===== src/hdl/ebbp_pkg.sv =====
// ebbp_pkg: register widths, register indexes, reset values and control structs
// for the erlang b blocking percent block; no dependencies
package ebbp_pkg;

    localparam int CH_W   = 5;
    localparam int PCT_W  = 7;
    localparam int APB_AW = 4;
    localparam int APB_DW = 32;

    localparam logic [1:0] REG_CHANNEL_COUNT = 2'd0;
    localparam logic [1:0] REG_ALLOWED_MIN   = 2'd1;
    localparam logic [1:0] REG_ALLOWED_MAX   = 2'd2;

    localparam logic [CH_W-1:0]  CH_RESET  = 5'd1;
    localparam logic [PCT_W-1:0] MIN_RESET = 7'd0;
    localparam logic [PCT_W-1:0] MAX_RESET = 7'd100;
    localparam logic [PCT_W-1:0] PCT_FULL  = 7'd100;

    typedef struct packed {
        logic start;
    } t_step_req;

    typedef struct packed {
        logic done;
    } t_step_stat;

endpackage


===== src/hdl/ebbp_step.sv =====
// ebbp_step: one recursion step b' = a*b / (k + a*b) in fixed point, bit-serial
// shift-add multiply then radix-2 restoring divide; depends on ebbp_pkg
module ebbp_step #(
    parameter int TRAFFIC_BITS  = 10,
    parameter int FRACTION_BITS = 32,
    parameter int KW            = 5
) (
    input  logic                     i_clk,
    input  logic                     i_rst_n,
    input  ebbp_pkg::t_step_req      i_req,
    input  logic [TRAFFIC_BITS-1:0]  i_traffic,
    input  logic [FRACTION_BITS:0]   i_b,
    input  logic [KW-1:0]            i_k,
    output ebbp_pkg::t_step_stat     o_stat,
    output logic [FRACTION_BITS-1:0] o_q
);

    localparam int IW   = (TRAFFIC_BITS > KW) ? TRAFFIC_BITS : KW;
    localparam int DW   = FRACTION_BITS + IW + 1;
    localparam int CN   = (FRACTION_BITS > TRAFFIC_BITS) ? FRACTION_BITS : TRAFFIC_BITS;
    localparam int CNTW = $clog2(CN);

    typedef enum logic [1:0] {S_IDLE, S_MUL, S_PREP, S_DIV} t_state;

    t_state                   r_state;
    logic [CNTW-1:0]          r_cnt;
    logic [TRAFFIC_BITS-1:0]  r_mplier;
    logic [DW-1:0]            r_mcand;
    logic [DW-1:0]            r_acc;
    logic [DW-1:0]            r_den;
    logic [FRACTION_BITS-1:0] r_q;
    logic                     r_done;

    logic [DW:0]   w_rem2;
    logic [DW+1:0] w_diff;
    logic          w_ge;
    logic [DW-1:0] w_kpart;

    always_comb begin
        w_rem2  = {r_acc, 1'b0};
        w_diff  = {1'b0, w_rem2} - {2'b00, r_den};
        w_ge    = ~w_diff[DW+1];
        w_kpart = DW'(i_k) << FRACTION_BITS;
    end

    always_ff @(posedge i_clk) begin
        if (!i_rst_n) begin
            r_state <= S_IDLE;
            r_done  <= 1'b0;
        end else begin
            r_done <= 1'b0;
            case (r_state)
                S_IDLE: begin
                    if (i_req.start) begin
                        r_acc    <= '0;
                        r_mcand  <= DW'(i_b);
                        r_mplier <= i_traffic;
                        r_cnt    <= '0;
                        r_state  <= S_MUL;
                    end
                end
                S_MUL: begin
                    if (r_mplier[0]) begin
                        r_acc <= r_acc + r_mcand;
                    end
                    r_mcand  <= r_mcand << 1;
                    r_mplier <= r_mplier >> 1;
                    r_cnt    <= r_cnt + 1'b1;
                    if (r_cnt == CNTW'(TRAFFIC_BITS - 1)) begin
                        r_state <= S_PREP;
                    end
                end
                S_PREP: begin
                    r_den   <= w_kpart + r_acc;
                    r_cnt   <= '0;
                    r_state <= S_DIV;
                end
                S_DIV: begin
                    r_acc <= w_ge ? w_diff[DW-1:0] : w_rem2[DW-1:0];
                    r_q   <= {r_q[FRACTION_BITS-2:0], w_ge};
                    r_cnt <= r_cnt + 1'b1;
                    if (r_cnt == CNTW'(FRACTION_BITS - 1)) begin
                        r_done  <= 1'b1;
                        r_state <= S_IDLE;
                    end
                end
                default: begin
                    r_state <= S_IDLE;
                end
            endcase
        end
    end

    assign o_stat.done = r_done;
    assign o_q         = r_q;

endmodule


===== src/hdl/erlang_b_blocking_percent.sv =====
// erlang_b_blocking_percent: erlang b blocking probability as a whole percent,
// apb register file, item control and percent scaling; depends on ebbp_pkg, ebbp_step
// the recursion runs n = min(channel_count, MAX_CHANNELS) steps on the shared bit-serial
// multiply/divide step, one item in flight at a time; the output register lets the next
// item in early, while the result before it waits to be taken
// reset: synchronous active low, registers return to 1, 0, 100 and the block idles
module erlang_b_blocking_percent #(
    parameter int MAX_CHANNELS  = 20,
    parameter int TRAFFIC_BITS  = 10,
    parameter int FRACTION_BITS = 32
) (
    input  logic                                  i_clk,
    input  logic                                  i_rst_n,
    input  logic                                  i_in_valid,
    output logic                                  o_in_ready,
    input  logic [TRAFFIC_BITS-1:0]               i_offered_traffic,
    output logic                                  o_out_valid,
    input  logic                                  i_out_ready,
    output logic [ebbp_pkg::PCT_W-1:0]            o_block_percent,
    output logic                                  o_accepted,
    input  logic                                  psel,
    input  logic                                  penable,
    input  logic                                  pwrite,
    input  logic [ebbp_pkg::APB_AW-1:0]           paddr,
    input  logic [ebbp_pkg::APB_DW-1:0]           pwdata,
    output logic [ebbp_pkg::APB_DW-1:0]           prdata,
    output logic                                  pready
);

    localparam int KW = $clog2(MAX_CHANNELS + 1);
    localparam int LW = (KW > ebbp_pkg::CH_W) ? KW : ebbp_pkg::CH_W;
    localparam int FB = FRACTION_BITS;

    typedef enum logic [1:0] {S_IDLE, S_START, S_WAIT, S_PCT} t_state;

    t_state                      r_state;
    logic [ebbp_pkg::CH_W-1:0]   r_channel_count;
    logic [ebbp_pkg::PCT_W-1:0]  r_allowed_min;
    logic [ebbp_pkg::PCT_W-1:0]  r_allowed_max;
    logic [TRAFFIC_BITS-1:0]     r_traffic;
    logic [KW-1:0]               r_k;
    logic [KW-1:0]               r_nch;
    logic [FB:0]                 r_b;
    logic                        r_out_valid;
    logic [ebbp_pkg::PCT_W-1:0]  r_block_percent;
    logic                        r_accepted;

    ebbp_pkg::t_step_req  w_req;
    ebbp_pkg::t_step_stat w_stat;
    logic [FB-1:0]        w_q;
    logic [KW-1:0]        w_lim;
    logic [FB+7:0]        w_prod;
    logic [7:0]           w_pct_raw;
    logic [ebbp_pkg::PCT_W-1:0] w_pct;
    logic                 w_acc_ok;
    logic                 w_wr;

    // register file
    assign w_wr   = psel & penable & pwrite;
    assign pready = 1'b1;

    always_ff @(posedge i_clk) begin
        if (!i_rst_n) begin
            r_channel_count <= ebbp_pkg::CH_RESET;
            r_allowed_min   <= ebbp_pkg::MIN_RESET;
            r_allowed_max   <= ebbp_pkg::MAX_RESET;
        end else if (w_wr) begin
            case (paddr[3:2])
                ebbp_pkg::REG_CHANNEL_COUNT: r_channel_count <= pwdata[ebbp_pkg::CH_W-1:0];
                ebbp_pkg::REG_ALLOWED_MIN:   r_allowed_min   <= pwdata[ebbp_pkg::PCT_W-1:0];
                ebbp_pkg::REG_ALLOWED_MAX:   r_allowed_max   <= pwdata[ebbp_pkg::PCT_W-1:0];
                default: ;
            endcase
        end
    end

    always_comb begin
        case (paddr[3:2])
            ebbp_pkg::REG_CHANNEL_COUNT: prdata = ebbp_pkg::APB_DW'(r_channel_count);
            ebbp_pkg::REG_ALLOWED_MIN:   prdata = ebbp_pkg::APB_DW'(r_allowed_min);
            ebbp_pkg::REG_ALLOWED_MAX:   prdata = ebbp_pkg::APB_DW'(r_allowed_max);
            default:                     prdata = '0;
        endcase
    end

    // channel limit, percent scaling (x100 = x64 + x32 + x4) and interval check
    always_comb begin
        if (LW'(r_channel_count) > LW'(MAX_CHANNELS)) begin
            w_lim = KW'(MAX_CHANNELS);
        end else begin
            w_lim = KW'(r_channel_count);
        end
        w_prod    = ({7'd0, r_b} << 6) + ({7'd0, r_b} << 5) + ({7'd0, r_b} << 2);
        w_pct_raw = w_prod[FB+7:FB];
        w_pct     = (w_pct_raw > 8'd100) ? ebbp_pkg::PCT_FULL : w_pct_raw[6:0];
        w_acc_ok  = (w_pct >= r_allowed_min) && (w_pct <= r_allowed_max);
    end

    assign w_req.start = (r_state == S_START);

    ebbp_step #(
        .TRAFFIC_BITS  (TRAFFIC_BITS),
        .FRACTION_BITS (FRACTION_BITS),
        .KW            (KW)
    ) u_step (
        .i_clk     (i_clk),
        .i_rst_n   (i_rst_n),
        .i_req     (w_req),
        .i_traffic (r_traffic),
        .i_b       (r_b),
        .i_k       (r_k),
        .o_stat    (w_stat),
        .o_q       (w_q)
    );

    always_ff @(posedge i_clk) begin
        if (!i_rst_n) begin
            r_state     <= S_IDLE;
            r_out_valid <= 1'b0;
        end else begin
            if (r_out_valid && i_out_ready && (r_state != S_PCT)) begin
                r_out_valid <= 1'b0;
            end
            case (r_state)
                S_IDLE: begin
                    if (i_in_valid) begin
                        r_traffic <= i_offered_traffic;
                        r_k       <= KW'(1);
                        r_nch     <= w_lim;
                        r_b       <= (FB+1)'(1) << FB;
                        r_state   <= (w_lim == '0) ? S_PCT : S_START;
                    end
                end
                S_START: begin
                    r_state <= S_WAIT;
                end
                S_WAIT: begin
                    if (w_stat.done) begin
                        r_b <= {1'b0, w_q};
                        if (r_k == r_nch) begin
                            r_state <= S_PCT;
                        end else begin
                            r_k     <= r_k + 1'b1;
                            r_state <= S_START;
                        end
                    end
                end
                S_PCT: begin
                    if (!r_out_valid || i_out_ready) begin
                        r_block_percent <= w_pct;
                        r_accepted      <= w_acc_ok;
                        r_out_valid     <= 1'b1;
                        r_state         <= S_IDLE;
                    end
                end
                default: begin
                    r_state <= S_IDLE;
                end
            endcase
        end
    end

    assign o_in_ready      = (r_state == S_IDLE);
    assign o_out_valid     = r_out_valid;
    assign o_block_percent = r_block_percent;
    assign o_accepted      = r_accepted;

endmodule

===== config.mk =====
export PLATFORM = sky130hd
export DESIGN_NAME = erlang_b_blocking_percent
export DESIGN_NICKNAME = d
export VERILOG_FILES = /design/src/hdl/ebbp_pkg.sv /design/src/hdl/ebbp_step.sv /design/src/hdl/erlang_b_blocking_percent.sv
export SDC_FILE = /design/constraint.sdc
export NUM_CORES = 1
export LEC_CHECK = 0
export ABC_AREA = 1
export BUFFER_PORTS_ARGS = -buffer_cell sky130_fd_sc_hd__buf_2
export CAP_MARGIN = 40
export CORE_MARGIN = 2
export CORE_UTILIZATION = 57
export CTS_CLUSTER_SIZE = 28
export DETAILED_ROUTE_END_ITERATION = 16
export GPL_ROUTABILITY_DRIVEN = 0
export MAX_ROUTING_LAYER = met4
export PLACE_DENSITY_LB_ADDON = 0.05
export SYNTH_ARGS = -nofsm -noshare
export SYNTH_HDL_FRONTEND = slang
export SYNTH_SLANG_ARGS = --single-unit

===== constraint.sdc =====
create_clock -name i_clk -period 3.35 [get_ports i_clk]
set_input_delay 0.1675 -clock i_clk [delete_from_list [all_inputs] [get_ports i_clk]]
set_output_delay 0.1675 -clock i_clk [all_outputs]
set_load 0.005 [all_outputs]

==> results.json, run 1 <==
{
  "outcome": "complete, but fails checks",
  "failed_checks": "negative setup slack",
  "initial_core_util_pct": 57.9,
  "critical-path-max-stage-delay_ns": 0.65,
  "yosys.area.top_type": "edfxtp_1",
  "root_buffer": "clkbuf_16",
  "io-pin-count": 96,
  "final.min_clock_period_ns": 3.98,
  "grt_pass1_wl_mm": 80.6,
  "synth_common_cells": "505 x nand2_1, 360 x inv_1, 257 x nor2_1",
  "synth_top_cell_area_share_pct": 37.7,
  "rows": 66,
  "num_antenna_cells": 0,
  "die_area_sq_um": 34500,
  "num_vias": 16700,
  "grt_overflow_total": 0,
  "multi_input_area_sq_um": 10400,
  "setup_viol_count_final": 3,
  "critical_path_class": "reg -> reg",
  "worst_setup_path_start_kind": "flop",
  "layout.cells.non_filler": 3016,
  "pre_cts_ws_ns": -0.732,
  "cts_inserted_buffers": 29,
  "finish.utilization_pct": 69.3,
  "core_region_area_sq_um": 32500,
  "crit_slowest_cell": "fa_1",
  "cts.clk_slew.worst_paths_ns": 0.06,
  "ant_nets": 0,
  "max-clock-path-buffers": 3,
  "path_cells": "fa_1 -> ha_4 -> nand2_2 -> nor2_1 -> nand2_1 -> o21bai_2 -> nand3_1 -> a21oi_2 -> nand2_2 -> nand2_2 -> nand2_2 -> a21oi_2 -> nand2_2 -> nand2_4 -> nand3_4 -> buf_4 -> ha_4 -> nand2_1 -> a21oi_1 -> nand3_1 -> nand2_1 -> nand2_1 -> inv_1",
  "drtIter0Drc": 1166,
  "clock_skew_ns": 0.0182,
  "post-route-cell-area_sq_um": 22500,
  "synthesis.yosys.warnings": 0,
  "postSynth.asyncResetShare_pct": 0,
  "timing.max_cap.violations": 0,
  "register_area_sq_um": 7620,
  "power.static_leakage_uw": 0.0101,
  "numClockSinks": 262,
  "timing_worst_slew_pin_value_ns": 0.861,
  "synth_enable_flop_cells": 237,
  "report.final.slew_viol_count": 0,
  "filler_cell_count": 2660,
  "final_nets": 2778,
  "critical-path-top-cell-by-count": "nand2_2",
  "die-height_microns": 186,
  "hold_viol": 0,
  "crit_buf_inv": 2,
  "syn_to_final_growth_pct": 19.5,
  "dp.final_hpwl_mm": 37.3,
  "timing.final.crit_share_pct": 119,
  "syn-instance-count": 2343,
  "worstSkewPairLatency_ns": 0.56,
  "avgSynthCellArea_sq_um": 8.05,
  "finalWirelength_mm": 50.4,
  "maxClockFrequency_ghz": 0.251,
  "synthTopCellsByArea": "edfxtp_1 38%, nand2_1 10%, ha_1 9.4%",
  "post_route_cells_drive_above_1_share_pct": 16.6,
  "die_width_microns": 186,
  "setup_repair_after_global_routing_missed_its_margin": "yes",
  "worstHoldPathType": "in -> reg",
  "power.density_nw_per_um2": 1080,
  "grt_start_max_net_pins": 74,
  "synth.lib_cells_used.distinct": 52,
  "ir_worst_vdd_v": 0.000872,
  "seq_area_frac_synth_pct": 40.4,
  "tritoncts_clock_tree": "yes",
  "max_slew_margin_pct": 42.1,
  "drt_pass1_iterations": 6,
  "timing.critical_path.required_ns": 3.79,
  "synth_most_common_cell": "nand2_1",
  "postSynth.topFlopCell": "edfxtp_1",
  "h-tree-depth": 1,
  "timing.final.ws_setup_ns": -0.633,
  "ys_ff_latch": 262,
  "place_area_sq_um": 20500,
  "number_of_input_and_output_port_buffers_inserted": 42,
  "gr-usage-all-layers_pct": 30.1,
  "worst_setup_path_end_kind": "flop",
  "path_max_fanout": 6,
  "detail_route.vias_per_cell": 5.53,
  "worst_path_dominant_cell_family": "simple AND/OR/NAND/NOR gates",
  "grt_pass1_vias": 16300,
  "synth.cell_area_sq_um": 18900,
  "cp.arrival_ns": 4.42,
  "drc_errors": 0,
  "dpl.cell_count": 2913,
  "route.detailed.wl_per_inst_microns": 16.7,
  "antenna_found_initial": 0
}
[registers in the layout, indices dropped and copies added, names as in the netlist, 2 cells and up]
register and cells:
r_allowed_max 7, r_channel_count 5, r_allowed_min 7, u_step.r_mplier 10, u_step.r_acc 43, u_step.r_den 43, r_k 5, u_step.r_cnt 5
r_nch 5, r_traffic 10, r_state 2, u_step.r_mcand 43, r_b 33, u_step.o_q 32, u_step.r_state 2, o_block_percent 7
[placed cells by master (no fill, tap or decap), drive strengths merged, types with 27 or more instances in the layout]
| master | netlist | final |
|---|---|---|
| buf | 35 | 198 |
| o21ai | 179 | 179 |
| nor2 | 263 | 263 |
| xor2 | 36 | 36 |
| clkbuf | 29 | 38 |
| inv | 361 | 364 |
| xnor2 | 28 | 28 |
| a21oi | 217 | 217 |
| fa | 32 | 32 |
| nand2 | 512 | 512 |
| edfxtp | 237 | 237 |
| nand3 | 64 | 64 |
| ha | 142 | 142 |
| a31oi | 27 | 27 |
[worst paths after layout]
kind                       start            endpoint  slack, ns  cells after the start
setup reg to reg         r_b[23]          o_accepted      -0.63                     23
hold / removal           i_rst_n  r_channel_count[0]       0.04                      2
hold reg to reg   u_step.o_q[30]      u_step.o_q[31]       0.45                      0
setup / recovery         r_b[23]          o_accepted      -0.63                     23
[cells by family after synthesis]
group / synth area share (%)
XOR/XNOR: 2.97
buffers and inverters: 9.08
AND/OR/NAND/NOR: 19.6
AO/OA/AOI/OAI: 15.1
other: 0.0398
adder cells (fa/ha/maj): 12.8
flip-flops: 40.4
[area by class of cell]
class                      instances  share of cell area [%]
clock buffer                      38                    3.50
tap                              442                    2.45
clock inverter                    16                   0.622
inverter                         362                    6.04
timing repair buffer             217                    7.31
multi-input combinational       1679                    46.3
sequential                       262                    33.8
[metrics by stage]
| step | hold WS, ns | total power, uW | TNS [ns] |
|---|---|---|---|
| after floorplan | 0.266 | 14300 | -0.239 |
| after global placement | 0.345 | 18400 | -0.777 |
| after detailed placement | 0.346 | 18700 | -0.938 |
| after CTS | 0.0212 | 22900 | -0.583 |
| after global routing | 0.0482 | 26200 | -1.82 |
| final | 0.0412 | 24300 | -0.757 |
[power by group]
group,switching [uW],total (uW),internal [uW]
sequential,703,5470,4770
combinational,9350,15700,6350
clock,1310,3120,1810
total,11400,24300,12900
[per-layer routing]
layer	part of all wire (%)	global-route usage (%)	up-vias
met5	0	-	-
met4	4.0	11.4	0
met1	44	39.8	7739
li1	-	-	8239
met2	46	47.7	570
met3	6.2	3.50	143
[timing repair]
action                                 4_1_cts  5_1_grt
gates resized for setup                     69       93
setup buffers                               20       10
hold buffers                                19        0
pin swaps                                   49       63
endpoints found under the hold margin       31        0
setup endpoints to repair                    3       36
(Power assumes the default switching activity.)
==> run 2, diff against run 1 <==
--- a/config.mk
+++ b/config.mk
@@ -13,7 +13,7 @@
 export CTS_CLUSTER_SIZE = 28
 export DETAILED_ROUTE_END_ITERATION = 16
 export GPL_ROUTABILITY_DRIVEN = 0
-export MAX_ROUTING_LAYER = met4
+export HOLD_SLACK_MARGIN = 0.05
 export PLACE_DENSITY_LB_ADDON = 0.05
 export SYNTH_ARGS = -nofsm -noshare
 export SYNTH_HDL_FRONTEND = slang
==> results.json, run 2 (synthesis results as in run 1) <==
{
  "drt_pass1_iterations": 8,
  "post_route_cells_drive_above_1_share_pct": 15.6,
  "worstHoldPathType": "in -> reg",
  "critical-path-top-cell-by-count": "nand2_1",
  "rows": 66,
  "crit_slowest_cell": "fa_2",
  "layout.cells.non_filler": 3019,
  "max-clock-path-buffers": 3,
  "path_max_fanout": 6,
  "grt_pass1_wl_mm": 80.7,
  "numClockSinks": 262,
  "io-pin-count": 96,
  "drc_errors": 0,
  "top_regs": "u_step.r_acc: 43 flops, u_step.r_den: 43 flops, u_step.r_mcand: 43 flops",
  "failed_checks": "negative setup slack",
  "final_cell_mix": "466 x nand2_1, 350 x inv_1, 244 x nor2_1, 237 x edfxtp_1, 192 x a21oi_1",
  "worstSkewPairLatency_ns": 0.56,
  "power.density_nw_per_um2": 1070,
  "timing.critical_path.required_ns": 3.67,
  "worst_setup_path_start_kind": "flop",
  "finish.utilization_pct": 69.1,
  "report.final.slew_viol_count": 0,
  "cp.arrival_ns": 4.34,
  "setup_repair_after_global_routing_missed_its_margin": "yes",
  "ir_worst_vdd_v": 0.000926,
  "grt_start_max_net_pins": 74,
  "route.detailed.wl_per_inst_microns": 16.7,
  "antenna_found_initial": 0,
  "syn_to_final_growth_pct": 19.2,
  "die_area_sq_um": 34500,
  "worst_setup_path_end_kind": "flop",
  "cts.clk_slew.worst_paths_ns": 0.06,
  "h-tree-depth": 1,
  "tritoncts_clock_tree": "yes",
  "hold_viol": 0,
  "final.min_clock_period_ns": 4.02,
  "clock_skew_ns": 0.0185,
  "drtIter0Drc": 1207,
  "die_width_microns": 186,
  "dpl.cell_count": 2913,
  "outcome": "complete, but fails checks",
  "final_nets": 2781,
  "gr-usage-all-layers_pct": 29.2,
  "core_region_area_sq_um": 32500,
  "power.static_leakage_uw": 0.0100,
  "dp.final_hpwl_mm": 37.3,
  "critical_path_class": "reg -> reg",
  "detail_route.vias_per_cell": 5.56,
  "timing.final.ws_setup_ns": -0.671,
  "number_of_input_and_output_port_buffers_inserted": 42,
  "die-height_microns": 186,
  "maxClockFrequency_ghz": 0.249,
  "grt_overflow_total": 0,
  "setup_viol_count_final": 4,
  "ant_nets": 0,
  "report.power.total_uw": 24000,
  "root_buffer": "clkbuf_16",
  "cts_inserted_buffers": 29,
  "num_antenna_cells": 0,
  "grt_pass1_vias": 16300,
  "timing.max_cap.violations": 0,
  "timing_worst_slew_pin_value_ns": 0.873,
  "num_vias": 16800,
  "timing.final.crit_share_pct": 120,
  "critical-path-max-stage-delay_ns": 0.50,
  "layout.cells.most_common": "nand2_1",
  "finalWirelength_mm": 50.3,
  "max_slew_margin_pct": 41.3,
  "initial_core_util_pct": 57.9
}
## run 2: worst paths after layout
path,end,startpoint,slack (ns),cells after the start
setup reg to reg,o_accepted,r_b[13],-0.67,25
setup / recovery,o_accepted,r_b[13],-0.67,25
hold reg to reg,u_step.o_q[31],u_step.o_q[30],0.45,0
hold / removal,r_allowed_min[1],penable,0.14,5
## run 2: per-layer routing
layer | share of wire [%] | track usage (%)
met1 | 44 | 39.6
met2 | 46 | 47.8
met3 | 5.9 | 3.62
met4 | 4.1 | 11.5
met5 | 0 | 0
## run 2: per-stage QoR
stage	cell area, sq um	hold WS [ns]	setup slack [ns]	TNS (ns)
2_1_floorplan	19000	0.266	-0.239	-0.239
3_3_place_gp	20400	0.345	-0.641	-0.777
3_5_place_dp	20500	0.346	-0.732	-0.938
4_1_cts	22100	0.122	-0.532	-0.583
5_1_grt	22500	0.212	-0.916	-1.98
6_report	22500	0.144	-0.671	-0.912
## run 2: area by class of cell
class	instances	area [sq um]
multi-input combinational	1679	10300
tap	442	553
sequential	262	7620
clock buffer	38	790
timing repair buffer	220	1670
inverter	362	1360
clock inverter	16	140
fill	2671	10100
## run 2: timing repair
item,in CTS,in global routing
resized for setup,69,63
hold endpoints to repair,31,0
setup endpoints to repair,3,35
setup buffers,20,9
pin swaps,49,30
hold buffers,23,0
## run 2: critical path: cells and delay by family, from the launching register on
kind | cells | cell delay, ns
adder cells (fa/ha/maj) | 3 | 1.05
AO/OA/AOI/OAI | 2 | 0.35
buffers and inverters | 4 | 0.44
flip-flops | 1 | 0.41
AND/OR/NAND/NOR | 16 | 1.54
## run 2: power breakdown
part / total, uW / internal [uW] / switching, uW
clock: 3120 / 1810 / 1310
combinational: 15400 / 6230 / 9210
sequential: 5470 / 4770 / 701
total: 24000 / 12800 / 11200
==> run 3, diff against run 2 <==
--- a/config.mk
+++ b/config.mk
@@ -5,11 +5,11 @@
 export SDC_FILE = /design/constraint.sdc
 export NUM_CORES = 1
 export LEC_CHECK = 0
-export ABC_AREA = 1
+export ABC_AREA = 0
 export BUFFER_PORTS_ARGS = -buffer_cell sky130_fd_sc_hd__buf_2
 export CAP_MARGIN = 40
 export CORE_MARGIN = 2
-export CORE_UTILIZATION = 57
+export CORE_UTILIZATION = 56
 export CTS_CLUSTER_SIZE = 28
 export DETAILED_ROUTE_END_ITERATION = 16
 export GPL_ROUTABILITY_DRIVEN = 0
==> results.json, run 3 <==
{
  "die_area_sq_um": 32100,
  "ir_worst_vdd_v": 0.000515,
  "cts_inserted_buffers": 29,
  "worstSkewPairLatency_ns": 0.56,
  "grt_pass1_vias": 12700,
  "worstReg2RegStart": "r_b[5]",
  "seq_area_frac_synth_pct": 44.3,
  "cp.arrival_ns": 4.76,
  "timing.final.ws_setup_ns": -1.11,
  "post-route-cell-area_sq_um": 22200,
  "timing.final.crit_share_pct": 133,
  "postSynth.asyncResetShare_pct": 0,
  "postSynth.topFlopCell": "edfxtp_1",
  "dpl.cell_count": 2233,
  "worst_setup_path_start_kind": "flop",
  "synth_most_common_cell": "edfxtp_1",
  "setup_viol_count_final": 52,
  "rr_endpoint": "o_accepted",
  "cts.clk_slew.worst_paths_ns": 0.06,
  "timing.max_cap.violations": 0,
  "h-tree-depth": 1,
  "path_max_fanout": 3,
  "synth_common_cells": "237 x edfxtp_1, 142 x ha_1, 117 x a21oi_1",
  "io-pin-count": 96,
  "syn_to_final_growth_pct": 29.0,
  "gr-usage-all-layers_pct": 25.8,
  "detail_route.vias_per_cell": 5.68,
  "final.min_clock_period_ns": 4.46,
  "final_cell_mix": "257 x buf_4, 237 x edfxtp_1, 124 x ha_1, 100 x inv_1, 90 x a21oi_1",
  "top_regs": "u_step.r_acc: 43 flops, u_step.r_den: 43 flops, u_step.r_mcand: 43 flops",
  "synth_top_cell_area_share_pct": 41.4,
  "timing_worst_slew_pin_value_ns": 0.863,
  "num_antenna_cells": 0,
  "power.density_nw_per_um2": 710,
  "dp.final_hpwl_mm": 29.0,
  "final_nets": 2165,
  "yosys.area.top_type": "edfxtp_1",
  "clock_skew_ns": 0.0168,
  "synth_enable_flop_cells": 237,
  "finish.utilization_pct": 73.0,
  "synthesis.yosys.warnings": 0,
  "hold_viol": 0,
  "num_vias": 13400,
  "die-height_microns": 179,
  "maxClockFrequency_ghz": 0.224,
  "drc_errors": 0,
  "timing.critical_path.required_ns": 3.65,
  "max_slew_margin_pct": 42.5,
  "grt_overflow_total": 0,
  "power.static_leakage_uw": 0.00922,
  "core_region_area_sq_um": 30400,
  "synthTopCellsByArea": "edfxtp_1 41%, ha_1 10%, fa_1 3.7%",
  "initial_core_util_pct": 56.5,
  "root_buffer": "clkbuf_16",
  "tritoncts_clock_tree": "yes",
  "grt_start_max_net_pins": 56,
  "post_route_cells_drive_above_1_share_pct": 29.5,
  "worst_hold_path.num_cells": 2,
  "layout.cells.non_filler": 2357,
  "hp-start": "i_rst_n",
  "number_of_input_and_output_port_buffers_inserted": 42,
  "max-clock-path-buffers": 3,
  "synth.cell_area_sq_um": 17200,
  "ant_nets": 0,
  "finalWirelength_mm": 42.5,
  "worst_setup_path_end_kind": "flop",
  "drt_pass1_iterations": 7,
  "layout.cells.most_common": "buf_4",
  "outcome": "complete, but fails checks",
  "r2r_setup_slack_ns": -1.11,
  "antenna_found_initial": 0,
  "synth.lib_cells_used.distinct": 84,
  "r2r_cells": 19,
  "ys_ff_latch": 262,
  "failed_checks": "negative setup slack",
  "hold_path_end": "r_allowed_max[2]",
  "die_width_microns": 179,
  "syn-instance-count": 1600,
  "setup_repair_after_global_routing_missed_its_margin": "yes",
  "numClockSinks": 262,
  "critical_path_class": "reg -> reg",
  "avgSynthCellArea_sq_um": 10.8,
  "grt_pass1_wl_mm": 66.1,
  "rows": 64,
  "drtIter0Drc": 1140,
  "place_area_sq_um": 19600,
  "route.detailed.wl_per_inst_microns": 18.0,
  "worstHoldPathType": "in -> reg",
  "report.final.slew_viol_count": 0
}
run 3: changes by cell type after synthesis, moves of 52 or more:
cell,change
a21o_1,+52
a21oi_1,-94
inv_1,-255
nand2_1,-410
nor2_1,-166
o21ai_0,-85
run 3: routing by layer:
metal / vias to the layer above / part of all wire (%) / global-route usage, %
met4: 0 / 1.5 / 4.81
met5: - / 0 / 0
met3: 53 / 5.2 / 3.18
li1: 6533 / - / -
met1: 6455 / 48 / 38.7
met2: 349 / 46 / 40.5
run 3: through the flow:
stage          setup WS [ns]  total power [uW]  setup TNS (ns)  hold slack, ns
4_1_cts                -1.03             15100          -15.26          0.0524
3_3_place_gp           -1.09             11000          -19.87           0.343
2_1_floorplan         -0.835              8930          -0.835           0.266
5_1_grt                -1.24             16700          -23.00           0.110
3_5_place_dp           -1.20             11100          -23.01           0.346
6_report               -1.11             15800          -15.84          0.0697
run 3: how the worst max path moves through the flow:
stage / from / endpoint / cells after the start
global route: r_b[22] / o_accepted / 19
finish: r_b[5] / o_accepted / 19
detailed placement: r_b[6] / o_accepted / 19
global placement: r_b[9] / o_accepted / 18
CTS: r_b[20] / o_accepted / 17
floorplan: r_b[19] / o_accepted / 18
run 3: final cells by class:
class / count / area (sq um)
Inverter: 106 / 410
Clock inverter: 15 / 134
Sequential cell: 262 / 7620
Fill cell: 2190 / 8230
Tap cell: 396 / 495
Clock buffer: 39 / 815
Multi-Input combinational cell: 1187 / 9840
Timing Repair Buffer: 352 / 2890
run 3: worst max-delay path: stages, from the launching register on:
cell	delay [ns]
edfxtp_1	0.46
buf_6	0.15
fa_1	0.43
ha_1	0.21
nor3_1	0.26
a22oi_2	0.13
a211oi_2	0.33
o211ai_1	0.18
a41oi_2	0.24
buf_4	0.16
o21bai_4	0.08
or3_4	0.35
nand2_4	0.08
nand2_4	0.07
ha_4	0.25
nand2b_4	0.13
maj3_2	0.30
a21oi_2	0.14
maj3_2	0.19
a221oi_2	0.05
run 3: kinds of logic after synthesis:
| kind of cell | share of synthesized area, % |
|---|---|
| AO/OA/AOI/OAI | 16.2 |
| adder cells (fa/ha/maj) | 14.2 |
| multiplexers | 3.80 |
| AND/OR/NAND/NOR | 11.9 |
| buffers and inverters | 4.57 |
| other | 0.0436 |
| flip-flops | 44.3 |
| XOR/XNOR | 4.94 |
run 3: power by group:
group          internal [uW]  total (uW)  switching [uW]  leakage, uW
Sequential              4260        4580             314      0.00240
Combinational           3820        8010            4190      0.00637
Clock                   1800        3170            1370     0.000452
Total                   9880       15800            5870      0.00922
run 3: what timing repair did:
item | CTS | global route
endpoints found under the setup margin | 52 | 52
gates resized for setup | 139 | 84
pin swaps | 65 | 63
gates cloned | 6 | 3
buffers inserted | 20 | 22
hold endpoints to repair | 32 | 0
hold buffers | 22 | 0
